File: config.mk
export PLATFORM = sky130hd
export DESIGN_NAME = rra_queue
export DESIGN_NICKNAME = d
export VERILOG_FILES = /design/src/rtl/core/assert_macros.svh /design/src/rtl/core/rra_pkg.sv /design/src/rtl/core/rra_queue.sv
export SDC_FILE = /design/constraint.sdc
export NUM_CORES = 1
export LEC_CHECK = 0
export BUFFER_PORTS_ARGS = -buffer_cell sky130_fd_sc_hd__buf_2
export CORE_ASPECT_RATIO = 1.4
export CORE_MARGIN = 3
export CORE_UTILIZATION = 27
export CTS_CLUSTER_SIZE = 40
export DETAILED_ROUTE_END_ITERATION = 6
export GPL_ROUTABILITY_DRIVEN = 0
export MAX_ROUTING_LAYER = met4
export PLACE_DENSITY = 0.48
export REMOVE_ABC_BUFFERS = 1
export SLEW_MARGIN = 20
export SYNTH_ARGS = -nofsm -noshare
export SYNTH_HDL_FRONTEND = slang
export SYNTH_SLANG_ARGS = --single-unit
export TNS_END_PERCENT = 1
File: constraint.sdc
create_clock -name clk -period 2 [get_ports clk]
set_input_delay 0 -clock clk [delete_from_list [all_inputs] [get_ports clk]]
set_output_delay 0 -clock clk [all_outputs]
set_load 0.02 [all_outputs]
File: src/rtl/core/assert_macros.svh
// assertion helpers for the rtl, clocked on clk and quiet while rst_n is low
`ifndef ASSERT_MACROS_SVH
`define ASSERT_MACROS_SVH

// property must hold at every edge out of reset
`define ASSERT_CLK(lbl, prop, msg) \
  lbl: assert property (@(posedge clk) disable iff (!rst_n) (prop)) else $error(msg);

// condition must never be seen out of reset
`define ASSERT_NEVER(lbl, cond, msg) \
  lbl: assert property (@(posedge clk) disable iff (!rst_n) !(cond)) else $error(msg);

`endif

File: src/rtl/core/rra_pkg.sv
package rra_pkg;

  localparam int MAX_RING_DEF = 32;
  localparam int CFG_W        = 6;
  localparam int WHO_W        = 5;
  localparam int TICK_W       = 32;
  localparam int TOT_W        = 48;
  localparam int CNT_W        = 32;
  localparam int JOB_IDX_W    = 8;
  localparam int QUEUE_DEPTH  = 4;

  localparam logic [CFG_W-1:0] RING_RESET = 6'd5;

  localparam logic [1:0] OP_REQUEST = 2'd0;
  localparam logic [1:0] OP_RELEASE = 2'd1;
  localparam logic [1:0] OP_TICK    = 2'd2;
  localparam logic [1:0] OP_STATS   = 2'd3;

  localparam logic [2:0] KIND_GRANTED  = 3'd0;
  localparam logic [2:0] KIND_WAITING  = 3'd1;
  localparam logic [2:0] KIND_RELEASED = 3'd2;
  localparam logic [2:0] KIND_STATS    = 3'd3;
  localparam logic [2:0] KIND_ERROR    = 3'd4;

  typedef struct packed {
    logic [1:0]       opcode;
    logic [WHO_W-1:0] requester;
  } in_item_t;

  typedef struct packed {
    logic [2:0]        kind;
    logic [WHO_W-1:0]  who;
    logic [TICK_W-1:0] wait_ticks;
    logic [TOT_W-1:0]  total_wait;
    logic [CNT_W-1:0]  grant_count;
    logic              last;
  } out_item_t;

  // one result to be carried out by the back end
  typedef struct packed {
    logic [2:0]           kind;
    logic [JOB_IDX_W-1:0] idx;
    logic [TICK_W-1:0]    wait_ticks;
    logic                 last;
  } job_t;

endpackage

File: src/rtl/core/rra_queue.sv
module rra_queue #(
  parameter int DEPTH = rra_pkg::QUEUE_DEPTH
) (
  input  logic           clk,
  input  logic           rst_n,
  input  logic           push,
  input  rra_pkg::job_t  wdata,
  input  logic           pop,
  output rra_pkg::job_t  rdata,
  output logic           full,
  output logic           empty
);
  import rra_pkg::*;

  localparam int AW = $clog2(DEPTH);
  localparam int CW = $clog2(DEPTH + 1);

  job_t          mem_r [DEPTH];
  logic [AW-1:0] wr_ptr_r, wr_ptr_nxt;
  logic [AW-1:0] rd_ptr_r, rd_ptr_nxt;
  logic [CW-1:0] count_r, count_nxt;

  assign full  = (count_r == CW'(DEPTH));
  assign empty = (count_r == '0);
  assign rdata = mem_r[rd_ptr_r];

  always_comb begin
    wr_ptr_nxt = wr_ptr_r;
    rd_ptr_nxt = rd_ptr_r;
    count_nxt  = count_r;
    if (push) begin
      wr_ptr_nxt = (wr_ptr_r == AW'(DEPTH - 1)) ? '0 : wr_ptr_r + AW'(1);
    end
    if (pop) begin
      rd_ptr_nxt = (rd_ptr_r == AW'(DEPTH - 1)) ? '0 : rd_ptr_r + AW'(1);
    end
    if (push && !pop) begin
      count_nxt = count_r + CW'(1);
    end else if (pop && !push) begin
      count_nxt = count_r - CW'(1);
    end
  end

  always_ff @(posedge clk) begin
    if (!rst_n) begin
      wr_ptr_r <= '0;
      rd_ptr_r <= '0;
      count_r  <= '0;
    end else begin
      wr_ptr_r <= wr_ptr_nxt;
      rd_ptr_r <= rd_ptr_nxt;
      count_r  <= count_nxt;
    end
    if (push) begin
      mem_r[wr_ptr_r] <= wdata;
    end
  end
endmodule

==> summary.md <==
| Metric | Value |
|---|---|
| Number of I/O pins | `94` |
| First-pass GRT wire length | `around 21,000 um` |
| Syn Inst Count | `approximately 270` |
| Power density over the cells | `984 nW/um2` |
| Number of vias per cell | `about 4.3` |
| Worst reg2reg path startpoint | `count_r[0]$_SDFFE_PN0P_` |
| Final worst path period share | `89.0%` |
| Fin Hold WS | `~330 ps` |
| Initial antenna violation count | `0` |
| Slew margin rel. | `between 70% and 80%` |
| Worst Tran Pin Value | `between 400 and 500 ps` |
| Height of the chip | `195 um` |
| Worst IR Drop VDD | `just under 600 uV` |
| Synth Area in Adders | `under 10%` |
| Flop2flop setup slack | `500 ps` |
| Final Max Slew Viols | `0` |
| DP Worst Slack | `456 ps` |
| Combinational family with the most area after synthesis | `multiplexers` |
| Pleak | `approximately 3.0 nW` |
| Yosys warning total | `0` |
| Initial Util | `around 28%` |
| #FFs+latches synth | `around 190` |
| Setup repair bufs after CTS | `0` |
| Inst Count DP | `between 600 and 700` |
| Compound-Gate Fraction of Synth Area | `0.292%` |
| Worst setup endpoint | `rdata[37]` |
| GR Util All Layers | `~11%` |
| Synth top area cells | `edfxtp_1 77%, mux4_2 13%, dfxtp_1 2.6%` |
| Final hold vios | `0` |
| # diodes | `0` |
| Largest net degree at the start of global routing | `26` |
| DR DRC count | `0` |
| CTS tree | `built` |
| Die area | `about 27,000 um2` |
| Worst setup SP type | `flip-flop` |
| Clock Path Buffers | `2` |
| Synth cell types | `23` |
| Layout Nets | `490` |
| Initial drt markers | `around 200` |
| Tmin final | `about 1800 ps` |
| Setup Skew | `approximately 18 ps` |
| Register-to-Register Path Depth | `4` |
| Peak Freq | `around 560 MHz` |
| Fraction of layout cells with a size suffix above 1 | `approximately two fifths` |
| Clk sinks | `about 190` |
| Reg area | `about 5500 um2` |
| Worst-skew pair later-pin latency | `430 ps` |
| Min-delay worst type | `in -> reg` |
| Worst path required time | `~2000 ps` |
| H-tree depth | `4` |
| Most common cell after layout, fill and taps aside | `edfxtp_1` |
| Final worst slack | `219 ps` |
| Post-route antenna net violation count | `0` |
| Non-Filler Instances | `roughly 760` |
| Tot Pwr | `between 8 and 9 mW` |
| Xor/xnor share of the synthesized area | `less than 1%` |
| Critical Path Sink Type | `output port` |
| Die span in x | `141 um` |
| Mux cell area share after synthesis | `between 10% and 20%` |
| Vias in the first global route | `3,680` |
| First-pass iteration count of the detailed router | `5` |
| Critical path class | `reg -> out` |
| Wire per inst | `between 15 and 20 um` |
| Clk slew on worst S/H paths | `around 70 ps` |
| Core area | `approximately 25,000 um2` |
| Avg Synthesized Cell Area | `between 20 and 30 um2` |
| Port bufs | `just over 90` |
| Status | `complete, no violations` |
| Overall routed net length | `around 14,000 um` |
| Dpl hpwl | `8510 um` |
| Root buffer cell | `clkbuf_16` |
| Cell taking the most area after synthesis | `edfxtp_1` |
| RSZ-0062 raised after global routing | `false` |
| Row cnt | `68` |
| Multi-input logic area | `roughly 1300 um2` |
| R2R Path End | `count_r[2]$_SDFFE_PN0P_` |
| Routed vias | `roughly 3,300` |
| Most frequent cells in the layout | `176 x edfxtp_1, 93 x buf_2, 47 x dlygate4sd3_1` |
| Seq/Total Area, Yosys | `79.6%` |
| Maximum fanout along the worst path | `23` |
| Layout Area Growth over Synthesis | `27.8%` |
| Synth Area in Simple Gates | `about 1.3%` |
| Final setup violation count | `0` |
| Num CTS Buffers | `17` |
| Top cell type's share of synthesized area | `about three quarters` |
| Post-Syn Area | `between 6000 and 7000 um2` |
| Critical path arrival | `about 1800 ps` |
| FILL cells | `roughly 2,400` |
| Maxcap violations | `0` |
| GRT overflow | `0` |
-- final cells by class --
cell class | instances | area share (%)
sequential | 185 | 62.4
multi-input combinational | 75 | 14.5
timing repair buffer | 152 | 12.1
clock buffer | 19 | 4.93
tap | 315 | 4.49
clock inverter | 12 | 1.41
inverter | 4 | 0.171
-- per-stage QoR --
stage	area [um2]	TNS, ps	utilization (%)
6_report	8770	0	35.3
3_3_place_gp	7750	0	31.2
3_5_place_dp	7750	0	31.2
5_1_grt	8770	0	35.3
4_1_cts	8770	0	35.3
2_1_floorplan	6750	-28130	-
-- cells by family (layout without fill, tap and decap cells) --
| family | after synthesis | in the layout |
|---|---|---|
| AND/OR/NAND/NOR | 15 | 15 |
| multiplexers | 48 | 48 |
| adder cells (fa/ha/maj) | 7 | 7 |
| AO/OA/AOI/OAI | 3 | 3 |
| XOR/XNOR | 2 | 2 |
| flip-flops | 185 | 185 |
| buffers and inverters | 14 | 187 |
-- cell usage after synthesis --
cell type	count
o21a_1	1
nor3b_1	1
or3_1	1
buf_2	4
xnor2_1	1
nor2b_1	5
mux4_2	40
mux4_1	4
buf_12	4
nor3_1	2
nor2_1	1
inv_1	4
mux2i_1	4
fa_1	1
edfxtp_1	176
o21ai_0	1
dfxtp_1	9
buf_6	1
clkbuf_2	1
xor2_1	1
a21boi_0	1
ha_1	6
and2_1	5
-- critical path, cell delays in order, from the launching register on --
cell     delay [ps]
dfxtp_4         370
buf_12          230
mux4_1          580
buf_2           170
-- worst min-delay path by stage --
stage,start,endpoint,depth (start not counted)
after floorplan,wdata[0],mem_r[0][0]$_DFFE_PP_,0
after global placement,wdata[1],mem_r[1][1]$_DFFE_PP_,1
after detailed placement,wdata[6],mem_r[2][6]$_DFFE_PP_,1
after CTS,wdata[30],mem_r[1][30]$_DFFE_PP_,2
after global routing,wdata[30],mem_r[1][30]$_DFFE_PP_,2
final,wdata[1],mem_r[3][1]$_DFFE_PP_,2
-- registers in the layout, indices dropped and copies added, names as in the netlist, named ones only --
| name | count |
|---|---|
| mem_r | 176 |
| rd_ptr_r | 2 |
| count_r | 3 |
| wr_ptr_r | 2 |
-- power by group --
| group | internal, mW | total, mW | switching [mW] | leakage [nW] |
|---|---|---|---|---|
| clock network | 1.83 | 3.20 | 1.37 | 0.271 |
| logic | 0.417 | 0.945 | 0.528 | 1.03 |
| registers | 4.43 | 4.48 | 0.0509 | 1.69 |
| total | 6.68 | 8.63 | 1.95 | 2.99 |
-- what timing repair did --
item | in CTS | in global routing
gates resized for setup | 0 | 0
endpoints found under the hold margin | 185 | 0
hold buffers | 47 | 0
-- routing by layer --
metal	vias up	GRT usage (%)	share of wire, %
li1	1480	-	-
met1	1708	12.7	42
met2	64	17.7	53
met3	15	2.36	2.8
met4	0	4.52	1.9
met5	-	-	0
Note: power is estimated with default switching activity, not from simulation.
