<file path="config.mk">
export PLATFORM = sky130hd
export DESIGN_NAME = rra_front
export DESIGN_NICKNAME = d
export VERILOG_FILES = /design/src/rtl/core/assert_macros.svh /design/src/rtl/core/rra_pkg.sv /design/src/rtl/core/rra_ram.sv /design/src/rtl/core/rra_front.sv
export SDC_FILE = /design/constraint.sdc
export NUM_CORES = 2
export LEC_CHECK = 0
export ABC_AREA = 1
export ABC_CLOCK_PERIOD_IN_PS = 16000
export BUFFER_PORTS_ARGS = -buffer_cell sky130_fd_sc_hd__buf_2
export CORE_UTILIZATION = 60
export CTS_BUF_LIST = sky130_fd_sc_hd__clkbuf_2 sky130_fd_sc_hd__clkbuf_4 sky130_fd_sc_hd__clkbuf_8
export DETAILED_ROUTE_END_ITERATION = 12
export PLACE_DENSITY = 0.78
export SLEW_MARGIN = 20
export SYNTH_ARGS = -nofsm -noshare
export SYNTH_HDL_FRONTEND = slang
export SYNTH_SLANG_ARGS = --single-unit
</file>
<file path="constraint.sdc">
create_clock -name clk -period 16 [get_ports clk]
set_clock_uncertainty 0.15 [all_clocks]
set_input_delay 3.2 -clock clk [delete_from_list [all_inputs] [get_ports clk]]
set_output_delay 3.2 -clock clk [all_outputs]
set_load 0.02 [all_outputs]
</file>
<file path="src/rtl/core/assert_macros.svh">
// assertion helpers for the rtl, clocked on clk and quiet while rst_n is low
`ifndef ASSERT_MACROS_SVH
`define ASSERT_MACROS_SVH

// property must hold at every edge out of reset
`define ASSERT_CLK(lbl, prop, msg) \
  lbl: assert property (@(posedge clk) disable iff (!rst_n) (prop)) else $error(msg);

// condition must never be seen out of reset
`define ASSERT_NEVER(lbl, cond, msg) \
  lbl: assert property (@(posedge clk) disable iff (!rst_n) !(cond)) else $error(msg);

`endif

</file>
<file path="src/rtl/core/rra_pkg.sv">
package rra_pkg;

  localparam int MAX_RING_DEF = 32;
  localparam int CFG_W        = 6;
  localparam int WHO_W        = 5;
  localparam int TICK_W       = 32;
  localparam int TOT_W        = 48;
  localparam int CNT_W        = 32;
  localparam int JOB_IDX_W    = 8;
  localparam int QUEUE_DEPTH  = 4;

  localparam logic [CFG_W-1:0] RING_RESET = 6'd5;

  localparam logic [1:0] OP_REQUEST = 2'd0;
  localparam logic [1:0] OP_RELEASE = 2'd1;
  localparam logic [1:0] OP_TICK    = 2'd2;
  localparam logic [1:0] OP_STATS   = 2'd3;

  localparam logic [2:0] KIND_GRANTED  = 3'd0;
  localparam logic [2:0] KIND_WAITING  = 3'd1;
  localparam logic [2:0] KIND_RELEASED = 3'd2;
  localparam logic [2:0] KIND_STATS    = 3'd3;
  localparam logic [2:0] KIND_ERROR    = 3'd4;

  typedef struct packed {
    logic [1:0]       opcode;
    logic [WHO_W-1:0] requester;
  } in_item_t;

  typedef struct packed {
    logic [2:0]        kind;
    logic [WHO_W-1:0]  who;
    logic [TICK_W-1:0] wait_ticks;
    logic [TOT_W-1:0]  total_wait;
    logic [CNT_W-1:0]  grant_count;
    logic              last;
  } out_item_t;

  // one result to be carried out by the back end
  typedef struct packed {
    logic [2:0]           kind;
    logic [JOB_IDX_W-1:0] idx;
    logic [TICK_W-1:0]    wait_ticks;
    logic                 last;
  } job_t;

endpackage

</file>
<file path="src/rtl/core/rra_ram.sv">
module rra_ram #(
  parameter int WIDTH = 32,
  parameter int DEPTH = 32
) (
  input  logic                     clk,
  input  logic                     we,
  input  logic [$clog2(DEPTH)-1:0] waddr,
  input  logic [WIDTH-1:0]         wdata,
  input  logic [$clog2(DEPTH)-1:0] raddr,
  output logic [WIDTH-1:0]         rdata
);
  logic [WIDTH-1:0] mem_r [DEPTH];
  logic [WIDTH-1:0] rdata_r;

  always_ff @(posedge clk) begin
    if (we) begin
      mem_r[waddr] <= wdata;
    end
    rdata_r <= mem_r[raddr];
  end

  assign rdata = rdata_r;
endmodule

</file>
<file path="src/rtl/core/rra_front.sv">
module rra_front #(
  parameter int MAX_RING = rra_pkg::MAX_RING_DEF
) (
  input  logic                      clk,
  input  logic                      rst_n,
  input  logic [rra_pkg::CFG_W-1:0] eff_n,
  input  logic                      start,
  input  rra_pkg::in_item_t         in_item,
  output logic                      busy,
  input  logic                      q_full,
  output logic                      q_push,
  output rra_pkg::job_t             q_job
);
  import rra_pkg::*;

  localparam int IW = $clog2(MAX_RING);
  localparam int NW = ((IW > CFG_W) ? IW : CFG_W) + 1;

  typedef enum logic [1:0] {ST_IDLE, ST_REL_DEC, ST_REL_GL, ST_REL_GR} state_t;

  function automatic logic [IW-1:0] left_of(input logic [IW-1:0] i,
                                            input logic [CFG_W-1:0] n);
    logic [NW-1:0] t;
    t = NW'(n) - NW'(1);
    return (i == '0) ? IW'(t) : i - IW'(1);
  endfunction

  function automatic logic [IW-1:0] right_of(input logic [IW-1:0] i,
                                             input logic [CFG_W-1:0] n);
    logic [NW-1:0] t;
    t = NW'(i) + NW'(1);
    return (t == NW'(n)) ? '0 : IW'(t);
  endfunction

  function automatic job_t mk_job(input logic [2:0] kind, input logic [JOB_IDX_W-1:0] i,
                                  input logic [TICK_W-1:0] w, input logic lst);
    job_t j;
    j.kind       = kind;
    j.idx        = i;
    j.wait_ticks = w;
    j.last       = lst;
    return j;
  endfunction

  state_t              state_r, state_nxt;
  logic [MAX_RING-1:0] hung_r, hung_nxt;
  logic [MAX_RING-1:0] eat_r, eat_nxt;
  logic [TICK_W-1:0]   now_r, now_nxt;
  logic [IW-1:0]       rel_r, rel_nxt;
  logic [IW-1:0]       lft_r, lft_nxt;
  logic [IW-1:0]       rgt_r, rgt_nxt;
  logic                gr_r, gr_nxt;

  logic                acc;
  logic                in_range;
  logic [JOB_IDX_W-1:0] rq;
  logic [IW-1:0]       ri, ri_l, ri_r;
  logic [IW-1:0]       ll, rr;
  logic                gl, gr;
  logic                hs_we;
  logic [IW-1:0]       hs_raddr;
  logic [TICK_W-1:0]   hs_rdata;
  logic [TICK_W-1:0]   wait_val;

  assign busy     = (state_r != ST_IDLE) || q_full;
  assign acc      = start && !busy;
  assign in_range = ({1'b0, in_item.requester} < (WHO_W + 1)'(eff_n));
  // full requester number, so a bad transaction reports it untruncated
  assign rq       = JOB_IDX_W'(in_item.requester);
  assign ri       = IW'(in_item.requester);
  assign ri_l     = left_of(ri, eff_n);
  assign ri_r     = right_of(ri, eff_n);

  // retry decisions after a release; right of the left neighbour is the released one
  assign ll = left_of(lft_r, eff_n);
  assign rr = right_of(rgt_r, eff_n);
  assign gl = hung_r[lft_r] && !eat_r[ll];
  assign gr = hung_r[rgt_r] && !eat_r[rr] && !(gl && ((rgt_r == lft_r) || (rr == lft_r)));

  assign wait_val = now_r - hs_rdata;

  rra_ram #(
    .WIDTH(TICK_W),
    .DEPTH(MAX_RING)
  ) u_hs_ram (
    .clk  (clk),
    .we   (hs_we),
    .waddr(ri),
    .wdata(now_r),
    .raddr(hs_raddr),
    .rdata(hs_rdata)
  );

  always_comb begin
    state_nxt = state_r;
    hung_nxt  = hung_r;
    eat_nxt   = eat_r;
    now_nxt   = now_r;
    rel_nxt   = rel_r;
    lft_nxt   = lft_r;
    rgt_nxt   = rgt_r;
    gr_nxt    = gr_r;
    q_push    = 1'b0;
    q_job     = '0;
    hs_we     = 1'b0;
    hs_raddr  = lft_r;
    case (state_r)
      ST_IDLE: begin
        if (acc) begin
          case (in_item.opcode)
            OP_TICK: begin
              now_nxt = now_r + TICK_W'(1);
            end
            OP_REQUEST: begin
              q_push = 1'b1;
              if (!in_range || hung_r[ri] || eat_r[ri]) begin
                q_job = mk_job(KIND_ERROR, rq, '0, 1'b1);
              end else begin
                hs_we = 1'b1;
                if (!eat_r[ri_l] && !eat_r[ri_r]) begin
                  eat_nxt[ri] = 1'b1;
                  q_job       = mk_job(KIND_GRANTED, rq, '0, 1'b1);
                end else begin
                  hung_nxt[ri] = 1'b1;
                  q_job        = mk_job(KIND_WAITING, rq, '0, 1'b1);
                end
              end
            end
            OP_RELEASE: begin
              if (!in_range || !eat_r[ri]) begin
                q_push = 1'b1;
                q_job  = mk_job(KIND_ERROR, rq, '0, 1'b1);
              end else begin
                eat_nxt[ri] = 1'b0;
                rel_nxt     = ri;
                lft_nxt     = ri_l;
                rgt_nxt     = ri_r;
                state_nxt   = ST_REL_DEC;
              end
            end
            default: begin
              q_push = 1'b1;
              if (!in_range) begin
                q_job = mk_job(KIND_ERROR, rq, '0, 1'b1);
              end else begin
                q_job = mk_job(KIND_STATS, rq, '0, 1'b1);
              end
            end
          endcase
        end
      end
      ST_REL_DEC: begin
        hs_raddr = gl ? lft_r : rgt_r;
        if (!q_full) begin
          q_push = 1'b1;
          q_job  = mk_job(KIND_RELEASED, JOB_IDX_W'(rel_r), '0, !gl && !gr);
          if (gl) begin
            hung_nxt[lft_r] = 1'b0;
            eat_nxt[lft_r]  = 1'b1;
          end
          if (gr) begin
            hung_nxt[rgt_r] = 1'b0;
            eat_nxt[rgt_r]  = 1'b1;
          end
          gr_nxt    = gr;
          state_nxt = gl ? ST_REL_GL : (gr ? ST_REL_GR : ST_IDLE);
        end
      end
      ST_REL_GL: begin
        // keep the left address while stalled so the read data holds
        hs_raddr = q_full ? lft_r : rgt_r;
        if (!q_full) begin
          q_push    = 1'b1;
          q_job     = mk_job(KIND_GRANTED, JOB_IDX_W'(lft_r), wait_val, !gr_r);
          state_nxt = gr_r ? ST_REL_GR : ST_IDLE;
        end
      end
      ST_REL_GR: begin
        hs_raddr = rgt_r;
        if (!q_full) begin
          q_push    = 1'b1;
          q_job     = mk_job(KIND_GRANTED, JOB_IDX_W'(rgt_r), wait_val, 1'b1);
          state_nxt = ST_IDLE;
        end
      end
      default: begin
        state_nxt = ST_IDLE;
      end
    endcase
  end

  always_ff @(posedge clk) begin
    if (!rst_n) begin
      state_r <= ST_IDLE;
      hung_r  <= '0;
      eat_r   <= '0;
      now_r   <= '0;
    end else begin
      state_r <= state_nxt;
      hung_r  <= hung_nxt;
      eat_r   <= eat_nxt;
      now_r   <= now_nxt;
    end
    rel_r <= rel_nxt;
    lft_r <= lft_nxt;
    rgt_r <= rgt_nxt;
    gr_r  <= gr_nxt;
  end
endmodule

</file>
==> results.cfg <==
[synth]
synthFlopType = edfxtp_1
synth_xor_area_frac = 0.00495
muxShareOfSynthArea = 0
synth_cell_types = 59
yosys_warnings = 0
synth.avg_cell_area_um2 = 9.09
synth_seq_cells = 1170
syn_area_um2 = 58400
synth_fa_ha_area_frac = 0.0113
synth-compound-area-share = 0.0492
synth-edff-count = 1040
synth_top_family_by_area = simple AND/OR/NAND/NOR gates
synth_top_area_cell = edfxtp_1
ys_seq_area_frac = 0.579
synthCells = 6422
synth_top_cell_area_share = 0.535
synthArstFlopShare = 0
synth_simple_gate_area_frac = 0.267
synth_area_leaders = edfxtp_1 (53%), nand3_1 (11%), nand2_1 (10%)

[routing]
via_per_inst = 6.17
ant_nets = 0
drc_errors = 0
drtPass1Iterations = 7
drt_iter0_drc = 7726
vias = 48158
finalWirelength_mm = 189
wl_per_cell_um = 24.2

[critical_path]
r2r-end = u_hs_ram.rdata[11]
r2r_setup_slack_ns = 8.29
path_class = in2out
worstPathArrival_ns = 7.32
crit_path_end_kind = output pin
ff2ff_path_depth = 28
timing.rr.start = lft_r[1]
cp.required_ns = 12.65
start_kind = primary input
critPathMaxFanout = 29

[floorplan]
chipHeight_um = 314
die_w_um = 314
core_area_um2 = 96600
rows = 114
io_pins = 63
die_area_um2 = 98600
initial_core_util = 0.605

[place]
dp_hpwl_mm = 105
gp_congestion = 1.01
dpl_cell_area_um2 = 59500
port_buffers = 59

[grt]
grt_pass1_wl_mm = 276
grt_start_max_net_pins = 214
grt_pass1_vias = 44943
grtUsageTotal = 0.378
antenna_found_initial = 6
grt_overflow = 0

[layout]
area_growth_pct = 8.42
fin_area_um2 = 63300
nets = 6447
fillers = 7417
mostFrequentLayoutCell = nand2_1
layout_common_cells = nand2_1 (1,567), nand3_1 (1,299), edfxtp_1 (1,040)
postLayoutCoreUtil = 0.656
drive_gt1_frac = 0.0910

[power]
p_per_area_nw_per_um2 = 102
vdd_ir_drop_max_mv = 0.0867
p_leak_nw = 26.9

[cts]
clock_path_buffers = 3
cts_setup_buffers = 0
cts_tree = built
cts_sinks = 1170
cts_hold_buf = 0
htreeDepth = 4
cts_root_buffer = clkbuf_8
post_cts_resized = 0
clkSlewWorstSetupHoldPaths_ns = 0.06
clk_latency_ns = 0.91
numCtsBuffers = 184

[sta]
finalSetupViolations = 0
finalSetupTns_ns = 0
fin_crit_sh = 0.667
timing.fmax_mhz = 93.7
min_period_ns = 10.67
slew_headroom = 0.194
slew_viol_final = 0
hold_viol = 0
rsz0062_at_grt = no
worstMarginPinSlew_ns = 1.21

[outcome]
outcome = completed

[hold_path]
holdCritPathClass = reg2reg
hold_end = hung_r[15]
worstHoldStart = hung_r[15]
min_path_cells = 2

[job]
maxCapViolCount = 0
## metal layers
| layer | up-vias | wire length [um] | global-route usage | part of all wire |
|---|---|---|---|---|
| met2 | 3343 | 85200 | 0.585 | 0.45 |
| met5 | - | 35 | 0 | 0.00018 |
| met4 | 6 | 11700 | 0.220 | 0.062 |
| met1 | 22496 | 69200 | 0.496 | 0.37 |
| met3 | 745 | 23000 | 0.0763 | 0.12 |
| li1 | 21568 | - | - | - |
## stage by stage
stage                     hold WS, ns  power (mW)  setup WS, ns  cells
after global placement          0.347        3.88          5.35   7468
after detailed placement        0.363        3.88          5.51   7468
final                           0.383        6.48          5.33   7806
after CTS                       0.372        6.47          5.51   7802
after floorplan                 0.316        3.74          6.71   6424
after global routing            0.403        6.65          5.15   7805
## synth_stat cells (12+ instances only)
master,instances
o21a_1,14
nand2_1,1568
nor2_1,243
buf_2,180
clkbuf_1,143
nor3_1,31
buf_6,22
inv_2,13
nand4_1,80
xor2_1,26
inv_1,806
o21ai_1,12
a21oi_1,214
dfxtp_1,130
o21ai_0,190
edfxtp_1,1040
nand3b_1,160
buf_4,37
ha_1,51
nand3_1,1300
buf_1,14
o211ai_1,29
## power by group
group          switching (mW)  internal [mW]  leakage, nW
Combinational           0.395          0.139         13.2
Sequential            0.00943           3.29         11.7
Clock                    1.21           1.44         2.03
Total                    1.61           4.87         26.9
## final cells by class
cell class	count	area (um^2)	share of cell area
Timing Repair Buffer	165	1170	0.0184
Multi-Input combinational cell	4034	19800	0.312
Tap cell	1276	1600	0.0252
Sequential cell	1170	33800	0.535
Inverter	823	3100	0.0489
Clock inverter	57	489	0.00773
Antenna cell	4	10.0	0.000158
Clock buffer	277	3340	0.0527
## worst max path at each step
stage | start | end | slack (ns) | cells past startpoint
3_5_place_dp | in_item[1] | q_job[41] | 5.51 | 15
5_1_grt | in_item[1] | q_job[41] | 5.15 | 15
2_1_floorplan | in_item[0] | q_job[41] | 6.71 | 18
4_1_cts | in_item[1] | q_job[41] | 5.51 | 15
3_3_place_gp | in_item[1] | q_job[41] | 5.35 | 15
6_report | in_item[1] | q_job[41] | 5.33 | 15
## critical path, stage by stage
cell      delay, ns
buf_2          0.34
inv_2          0.35
ha_1           0.42
nand2_1        0.43
nand2_1        0.10
nand2_1        0.62
clkinv_1       0.45
o21ai_0        0.27
o22ai_1        0.11
o211ai_1       0.18
a31oi_1        0.16
nand2_1        0.13
nand2_1        0.08
a21oi_1        0.24
buf_2          0.22
## cell families after synthesis
family | after synthesis
simple gates | 3431
buf+inv | 1220
flops | 1170
compound gates | 515
fa+ha+maj | 52
xor+xnor | 33
other cells | 1
## sequential cells by signal, summed over array words and instances (netlist names), named ones only
register        flops
lft_r               5
u_hs_ram.mem_r   1024
gr_r                1
rel_r               5
rgt_r               5
u_hs_ram.rdata     32
state_r             2
hung_r             32
now_r              32
Note: power is estimated with default switching activity, not from simulation.
